### config.mk
export PLATFORM = sky130hd
export DESIGN_NAME = bbs_axis
export DESIGN_NICKNAME = d
export VERILOG_FILES = /design/src/rtl/bbs_pkg.sv /design/src/rtl/bbs_axis.sv
export SDC_FILE = /design/constraint.sdc
export NUM_CORES = 2
export LEC_CHECK = 0
export ABC_AREA = 1
export BUFFER_PORTS_ARGS = -buffer_cell sky130_fd_sc_hd__buf_2
export CAP_MARGIN = 5
export CORE_MARGIN = 2
export CORE_UTILIZATION = 55
export DETAILED_ROUTE_END_ITERATION = 7
export PLACE_DENSITY = 0.72
export SLEW_MARGIN = 15
export SYNTH_ARGS = -nofsm -noshare
export SYNTH_HDL_FRONTEND = slang
export SYNTH_SLANG_ARGS = --single-unit
export TNS_END_PERCENT = 10
### constraint.sdc
create_clock -name clk -period 14 [get_ports clk]
set_clock_uncertainty 0.1 [all_clocks]
set_input_delay 2.8 -clock clk [delete_from_list [all_inputs] [get_ports clk]]
set_output_delay 2.8 -clock clk [all_outputs]
set_load 0.005 [all_outputs]
### src/rtl/bbs_pkg.sv
// Package for the two-axis bang-bang steering block.
// Holds payload structs, the axis-unit request/result structs and the reset constants.
// No dependencies.
`timescale 1ns / 1ps

package bbs_pkg;

    localparam int ITER_LIMIT_DEF = 32;
    localparam int FRAC_BITS_DEF  = 16;

    localparam logic [30:0] TIME_STEP_RST = 31'd655;
    localparam logic [30:0] MAX_ACCEL_RST = 31'd65536;

    localparam logic REG_TIME_STEP = 1'b0;
    localparam logic REG_MAX_ACCEL = 1'b1;

    typedef struct packed {
        logic signed [31:0] start_pos_x;
        logic signed [31:0] start_pos_y;
        logic signed [31:0] start_vel_x;
        logic signed [31:0] start_vel_y;
        logic signed [31:0] goal_pos_x;
        logic signed [31:0] goal_pos_y;
        logic signed [31:0] goal_vel_x;
        logic signed [31:0] goal_vel_y;
    } in_item_t;

    typedef struct packed {
        logic [30:0]        segment_duration;
        logic signed [31:0] accel_x;
        logic signed [31:0] accel_y;
        logic               last_segment;
        logic [1:0]         status;
    } out_item_t;

    typedef struct packed {
        logic signed [31:0] sx;
        logic signed [31:0] sv;
        logic signed [31:0] gx;
        logic signed [31:0] gv;
        logic [30:0]        acc;
        logic [30:0]        dt;
    } axis_req_t;

    typedef struct packed {
        logic        dir;
        logic [63:0] ts;
        logic [63:0] tg;
    } axis_res_t;

endpackage

### src/rtl/bbs_axis.sv
// Switch and brake times for one axis: shared multiplier, square-root and divide steps.
// Depends on bbs_pkg.
`timescale 1ns / 1ps

module bbs_axis #(
    parameter int FRAC_BITS = bbs_pkg::FRAC_BITS_DEF
) (
    input  logic              clk,
    input  logic              rst_n,
    input  logic              start,
    input  bbs_pkg::axis_req_t req,
    output logic              done,
    output bbs_pkg::axis_res_t res
);

    localparam logic [3:0] A_IDLE = 4'd0;
    localparam logic [3:0] A_SQ1  = 4'd1;
    localparam logic [3:0] A_SQ2  = 4'd2;
    localparam logic [3:0] A_AD   = 4'd3;
    localparam logic [3:0] A_RAD  = 4'd4;
    localparam logic [3:0] A_SQRT = 4'd5;
    localparam logic [3:0] A_NUM  = 4'd6;
    localparam logic [3:0] A_DIV  = 4'd7;
    localparam logic [3:0] A_DONE = 4'd8;

    logic [3:0]  state_reg, state_next;
    logic [63:0] s2_reg, g2_reg, ad_reg, half_reg;
    logic [63:0] x_reg, sq_reg;
    logic [4:0]  k_reg;
    logic [33:0] n2_reg;
    logic [63:0] num_reg, q_reg, t_reg;
    logic [30:0] den_reg, rem_reg;
    logic [5:0]  cnt_reg;
    logic [1:0]  dsel_reg;
    logic [63:0] ts_reg, tg_reg;

    logic        dir;
    logic [32:0] dwide;
    logic [31:0] dpos, svabs, gvabs;
    logic [32:0] svneg, gvneg;
    logic [31:0] mul_a, mul_b;
    logic [63:0] mul_p;
    logic [5:0]  sh;
    logic [63:0] bitv, trial;
    logic [33:0] peak;
    logic [34:0] e1, e2;
    logic [33:0] n1, n2;
    logic [31:0] rtrial;
    logic        ge;
    logic [30:0] rem_n;
    logic [63:0] q_n;

    assign dir   = req.sx < req.gx;
    assign dwide = dir ? ({req.gx[31], req.gx} - {req.sx[31], req.sx})
                       : ({req.sx[31], req.sx} - {req.gx[31], req.gx});
    assign dpos  = dwide[31:0];
    assign svneg = 33'd0 - {req.sv[31], req.sv};
    assign gvneg = 33'd0 - {req.gv[31], req.gv};
    assign svabs = req.sv[31] ? svneg[31:0] : req.sv;
    assign gvabs = req.gv[31] ? gvneg[31:0] : req.gv;

    always_comb
    begin
        case (state_reg)
            A_SQ1:
            begin
                mul_a = svabs;
                mul_b = svabs;
            end
            A_SQ2:
            begin
                mul_a = gvabs;
                mul_b = gvabs;
            end
            default:
            begin
                mul_a = {1'b0, req.acc};
                mul_b = dpos;
            end
        endcase
    end
    assign mul_p = 64'(mul_a) * 64'(mul_b);

    assign sh    = 6'd62 - {k_reg, 1'b0};
    assign bitv  = 64'd1 << sh;
    assign trial = sq_reg + bitv;

    assign peak = dir ? {2'b00, sq_reg[31:0]} : 34'd0 - {2'b00, sq_reg[31:0]};
    assign e1   = {{3{req.sv[31]}}, req.sv} - {peak[33], peak};
    assign e2   = {peak[33], peak} - {{3{req.gv[31]}}, req.gv};
    assign n1   = e1[34] ? 34'(35'd0 - e1) : e1[33:0];
    assign n2   = e2[34] ? 34'(35'd0 - e2) : e2[33:0];

    assign rtrial = {1'b0, rem_reg} << 1 | 32'(num_reg[63]);
    assign ge     = rtrial >= {1'b0, den_reg};
    assign rem_n  = ge ? 31'(rtrial - {1'b0, den_reg}) : rtrial[30:0];
    assign q_n    = {q_reg[62:0], ge};

    always_comb
    begin
        state_next = state_reg;
        case (state_reg)
            A_IDLE: if (start) state_next = A_SQ1;
            A_SQ1:  state_next = A_SQ2;
            A_SQ2:  state_next = A_AD;
            A_AD:   state_next = A_RAD;
            A_RAD:  state_next = A_SQRT;
            A_SQRT: if (k_reg == 5'd31) state_next = A_NUM;
            A_NUM:  state_next = A_DIV;
            A_DIV:  if (cnt_reg == 6'd63 && dsel_reg == 2'd3) state_next = A_DONE;
            A_DONE: state_next = A_IDLE;
            default: state_next = A_IDLE;
        endcase
    end

    always_ff @(posedge clk or negedge rst_n)
    begin
        if (!rst_n)
        begin
            state_reg <= A_IDLE;
        end
        else
        begin
            state_reg <= state_next;
        end
    end

    always_ff @(posedge clk)
    begin
        case (state_reg)
            A_SQ1: s2_reg <= mul_p;
            A_SQ2: g2_reg <= mul_p;
            A_AD:
            begin
                ad_reg   <= mul_p;
                half_reg <= 64'(({1'b0, s2_reg} + {1'b0, g2_reg}) >> 1);
            end
            A_RAD:
            begin
                x_reg  <= ad_reg + half_reg;
                sq_reg <= 64'd0;
                k_reg  <= 5'd0;
            end
            A_SQRT:
            begin
                if (x_reg >= trial)
                begin
                    x_reg  <= x_reg - trial;
                    sq_reg <= (sq_reg >> 1) + bitv;
                end
                else
                begin
                    sq_reg <= sq_reg >> 1;
                end
                k_reg <= k_reg + 5'd1;
            end
            A_NUM:
            begin
                n2_reg   <= n2;
                num_reg  <= 64'(n1) << FRAC_BITS;
                den_reg  <= req.acc;
                rem_reg  <= 31'd0;
                q_reg    <= 64'd0;
                cnt_reg  <= 6'd0;
                dsel_reg <= 2'd0;
            end
            A_DIV:
            begin
                cnt_reg <= cnt_reg + 6'd1;
                if (cnt_reg == 6'd63)
                begin
                    rem_reg  <= 31'd0;
                    q_reg    <= 64'd0;
                    dsel_reg <= dsel_reg + 2'd1;
                    case (dsel_reg)
                        2'd0:
                        begin
                            t_reg   <= q_n;
                            num_reg <= q_n;
                            den_reg <= req.dt;
                        end
                        2'd1:
                        begin
                            ts_reg  <= t_reg - 64'(rem_n);
                            num_reg <= 64'(n2_reg) << FRAC_BITS;
                            den_reg <= req.acc;
                        end
                        2'd2:
                        begin
                            t_reg   <= q_n;
                            num_reg <= q_n;
                            den_reg <= req.dt;
                        end
                        default:
                        begin
                            tg_reg <= t_reg - 64'(rem_n);
                        end
                    endcase
                end
                else
                begin
                    rem_reg <= rem_n;
                    q_reg   <= q_n;
                    num_reg <= {num_reg[62:0], 1'b0};
                end
            end
            default:
            begin
            end
        endcase
    end

    assign done    = state_reg == A_DONE;
    assign res.dir = dir;
    assign res.ts  = ts_reg;
    assign res.tg  = tg_reg;

endmodule

* Yosys cells after proc, flatten, opt, wreduce, memory -nomap -nowiden *
Cells that the tools add are included.

storage, ports and cells
  input bits = 193
  ROM bits = 0
  bits in latches = 0
  bits in writable memories = 0
  memories = 0
  flip-flop bits (word level) = 816

cells by class
  div/mod/pow operators = 0
  order comparisons = 3
  add/subtract/negate cells = 20
  bitwise gates (word level) = 2
  equality and inequality tests = 20
  mux-type cells = 31
  shift-type cells = 1
  $mul = 1
  reductions and logical operators = 15

operators with widths
  cell                                                number
  one-hot mux 64 bit (2 select lines)                 4
  2-to-1 mux 64 bit                                   3
  one-hot mux 31 bit (2 select lines)                 3
  adder 64 bit                                        2
  one-hot mux 32 bit (2 select lines)                 2
  one-hot mux 63 bit (2 select lines)                 1
  2-to-1 mux 34 bit                                   3
  2-to-1 mux 32 bit                                   3
  2-to-1 mux 31 bit                                   3
  subtractor 1 x 34 -> 34 bit (first input constant)  2
  adder 64 x 64 -> 65 bit                             1
  adder 63 x 64 -> 64 bit                             1
  >= comparator 64 bit                                1
  multiplier 32 x 32 -> 64 bit                        1
  left shift 1 x 6 -> 64 bit (first input constant)   1
  subtractor 1 x 32 -> 32 bit (first input constant)  2
  subtractor 32 bit                                   2
  subtractor 64 x 31 -> 64 bit                        1
  subtractor 64 bit                                   1
  2-to-1 mux 63 bit                                   1
  subtractor 32 x 34 -> 35 bit                        1
  subtractor 34 x 32 -> 35 bit                        1
  subtractor 1 x 32 -> 33 bit (first input constant)  1
  >= comparator 32 x 31 -> 1 bit                      1
  other kinds (33)                                    51

* Longest topological paths before layout *
  word-level depth = 6
  mapped depth = 50
  depth with buffers taken out = 47

* Worst setup path after synthesis *
No wires, ideal clock.

  path kind = input-to-reg
  from = input req[158] (netlist bit)
  to = register ad_reg[44] (data pin)
  stages = 43
  buffers on the path = 2
  path slack = 2909 ps
  setup time = 269 ps
  required time = 13631 ps
  data arrival time = 10722 ps
  path through = inv_1 > ha_1 > inv_1 > fa_1 > nand3_1 > nand3_1 > a21oi_2 > o21bai_2 > nand3_2 > nand2_1 > nand2_1 > nand2_4 > buf_6 > nand2_1 > nand2_1 > nand2_2 > nand2_4 > buf_6 > [7 not listed] > fa_1 > inv_1 > fa_1 > inv_1 > fa_1 > inv_1 > fa_1 > inv_1 > ha_1 > nand2_1 > inv_1 > a21oi_1 > nand2_1 > a21oi_1 > o21ai_0 > a21boi_0 > o21bai_1 > xor2_1

on the way
  cells in the longest elaborated chain, start to end = 4

RTL lines
  item                                             RTL line         source
  start: declaration                               bbs_axis.sv:11   input bbs_pkg::axis_req_t req,
  subtractor 32 bit, or another cell as far along  bbs_axis.sv:55   : ({req.sx[31], req.sx} - {req.gx[31], req.gx});
  2-to-1 mux 32 bit (*)                            bbs_axis.sv:54   assign dwide = dir ? ({req.gx[31], req.gx} - {req.sx[31], req.sx})
  one-hot mux 32 bit (2 select lines) (*)          bbs_axis.sv:64   case (state_reg)
  multiplier 32 x 32 -> 64 bit (*)                 bbs_axis.sv:82   assign mul_p = 64'(mul_a) * 64'(mul_b);
  net mul_p[44]                                    bbs_axis.sv:42   logic [63:0] mul_p;
  end signal: assignment                           bbs_axis.sv:135  ad_reg <= mul_p;
  end: declaration                                 bbs_axis.sv:27   logic [63:0] s2_reg, g2_reg, ad_reg, half_reg;

Mark *: on every way through the listed nets, which the timed path passes. The rest lies on a longest branch.
A chain may end at the register's enable or synchronous reset.

* Worst setup path after layout *
  from = input req[63] (netlist bit)
  to = register s2_reg[58] (data pin)

on the way
  cells in the longest elaborated chain, start to end = 4

RTL lines
  item                                 RTL line         source
  subtractor 1 x 32 -> 32 bit          bbs_axis.sv:58   assign gvneg = 33'd0 - {req.gv[31], req.gv};
  2-to-1 mux 32 bit (*)                bbs_axis.sv:60   assign gvabs = req.gv[31] ? gvneg[31:0] : req.gv;
  one-hot mux 32 bit (2 select lines)  bbs_axis.sv:64
  multiplier 32 x 32 -> 64 bit (*)     bbs_axis.sv:82
  net mul_p[58]                        bbs_axis.sv:42
  end signal: assignment               bbs_axis.sv:131  A_SQ1: s2_reg <= mul_p;
  end: declaration                     bbs_axis.sv:27

Marks and branches as above.

==> impl_metrics.yaml <==
outcome:
  status: "finished, final reports clean"
sta:
  post-route-period-util_pct: 96.3
  setup_viol: 0
  slew_violations: 0
  setup_tns_ns: 0
  worst_slew_pin_slew_ns: 1.26
  rsz0062_at_grt: "no"
  max_freq_ghz: 0.0741
  hold_viol: 0
  slew_headroom_pct: 16.2
  fin_crit_ns: 13.49
die:
  die_h_um: 434
  die_w_um: 434
  start_util_pct: 55.5
  ioPinCount: 323
  core_area_um2: 183000
  num_rows: 157
  design.die.area_um2: 189000
critical_path:
  crit_fanout: 20
  crit_type: "in -> reg"
  worstPathArrival_ns: 13.77
  required_ns: 14.29
  start_kind: "primary input"
  slowest_stage: "inv_1"
  cp_top_family: "adder cells"
  end_kind: "flip-flop"
  max_stage_delay_ns: 0.96
  critPathBufInv: 8
synth:
  synth.top_cells.by_count: "2,577 x nand2_1, 2,524 x inv_1, 1,753 x nor2_1"
  synth_warnings: 0
  yosysTopAreaCellShare_pct: 23.9
  synth_most_common_cell: "nand2_1"
  synth_top_area_cell: "edfxtp_1"
  synth_edf_count: 812
  synth.distinct_cells: 78
  synth-seq-area-share_pct: 24.0
  syn_area_um2: 102000
  async_flop_share_pct: 0.490
  synth_cells: 13300
  yosys_register_bits: 816
  syn-mean-instance-area_um2: 7.64
  synth_flop_cell: "edfxtp_1"
  synth_area_leaders: "edfxtp_1 24%, fa_1 18%, nand2_1 9.5%, inv_1 9.3%, ha_1 8.9%"
clocking:
  postCtsHoldBufs: 0
  clkTransAtPathRegs_ns: 0.06
  cts_tree: "yes"
  cts_root_buf: "clkbuf_16"
  post_cts_buffers: 0
  cts_buffers: 92
  clk_latency_ns: 0.76
  clock-sinks: 816
  cts.path.max_buffers: 3
  ctsResizeCount: 0
  htree_num_levels: 3
route:
  vias: 96000
  postRouteAntennaNets: 0
  via_per_inst: 5.94
  drc: 0
  wirelength_um: 401000
  wl_per_cell_um: 24.8
  dr.pass1.iters: 7
  drt_iter0_markers: 11200
placement:
  place_congestion: 1.07
  numPortBuffers: 322
  hpwl_um: 328000
grt:
  antenna_found_initial: 62
  grt_usage_pct: 42.0
  grt_max_degree: 101
  grt_pass1_vias: 94500
  grt_pass1_wl_um: 585000
  grt-ovfl-total: 0
min_path:
  hold_path_class: "reg -> reg"
run:
  max_cap_viol_count: 0
cells_and_area:
  area_growth_pct: 6.92
  layout-drive-gt1-share_pct: 6.30
  fin_nets: 15400
  num-fill-cells: 17000
through the flow:
stage	worst slack [ns]	instance area (um^2)	utilization (%)	instances	hold WS (ns)
floorplan	2.91	102000	-	13300	0.326
CTS	0.844	109000	59.3	16100	0.347
global route	0.333	109000	59.3	16100	0.353
detailed placement	0.161	106000	57.7	15900	0.332
global placement	0.182	106000	57.7	15900	0.330
finish	0.514	109000	59.4	16200	0.350
final cells by class:
| cell class | count | area (um^2) | area share (%) |
|---|---|---|---|
| Antenna cell | 51 | 128 | 0.117 |
| Clock buffer | 108 | 2380 | 2.19 |
| Clock inverter | 56 | 586 | 0.538 |
| Inverter | 2566 | 9650 | 8.86 |
| Multi-Input combinational cell | 9633 | 66000 | 60.6 |
| Sequential cell | 816 | 24500 | 22.5 |
| Tap cell | 2464 | 3080 | 2.83 |
| Timing Repair Buffer | 460 | 2650 | 2.43 |
layout by cell type, fill, tap and decap left out, drive strengths merged, types with 10 or more instances in the layout:
cell type,instances
xnor2,155
and2,13
o221ai,10
o21bai,66
nor3,132
inv,2565
nand3,773
nand3b,34
a21o,65
o211ai,48
diode,51
a21boi,36
buf,460
a221oi,34
a31oi,105
or2,21
a21oi,816
nor2,1785
fa,905
edfxtp,812
nand4,82
nand2,2641
conb,15
clkinv,43
o21a,39
xor2,289
ha,728
nor4,48
and3,14
o21ai,722
clkbuf,108
o31ai,14
worst register-to-register path, delay by kind of cell, from the launching register on:
kind | cells | cell delay, ns
buffers and inverters | 9 | 2.26
AO/OA/AOI/OAI | 4 | 1.28
adder cells (fa/ha/maj) | 9 | 4.63
XOR/XNOR | 1 | 0.56
flip-flops | 1 | 0.40
AND/OR/NAND/NOR | 10 | 2.16
final timing paths:
kind	startpoint	to	slack [ns]	cells after the start
setup reg to reg	state_reg[3]$_DFFE_PN0P_	s2_reg[58]$_DFFE_PP_	2.24	33
setup / recovery	req[63]	s2_reg[58]$_DFFE_PP_	0.51	37
max in group asynchronous	rst_n	state_reg[1]$_DFFE_PN0P_	11.86	1
hold / removal	q_reg[51]$_SDFFCE_PN0P_	t_reg[52]$_DFFE_PP_	0.35	0
hold reg to reg	q_reg[51]$_SDFFCE_PN0P_	t_reg[52]$_DFFE_PP_	0.35	0
min in group asynchronous	rst_n	state_reg[3]$_DFFE_PN0P_	1.75	1
kinds of logic after synthesis:
logic type	Yosys count	share of synthesized area (%)
AO/OA/AOI/OAI	1995	11.1
XOR/XNOR	444	3.88
adder cells (fa/ha/maj)	1633	26.7
buffers and inverters	2893	11.4
flip-flops	816	24.0
multiplexers	1	0.0111
other	2	0.00737
AND/OR/NAND/NOR	5545	22.8
routing by layer:
| metal | vias up | routed length (um) | GRT usage, % |
|---|---|---|---|
| met4 | 12 | 34800 | 30.9 |
| met1 | 45700 | 146000 | 51.0 |
| met3 | 1456 | 41700 | 9.69 |
| li1 | 43100 | - | - |
| met5 | - | 103 | 0.128 |
| met2 | 5738 | 178000 | 65.3 |
Power is not shown: default switching activity piles up to over one toggle a cycle in this logic, so the estimate is an artifact.
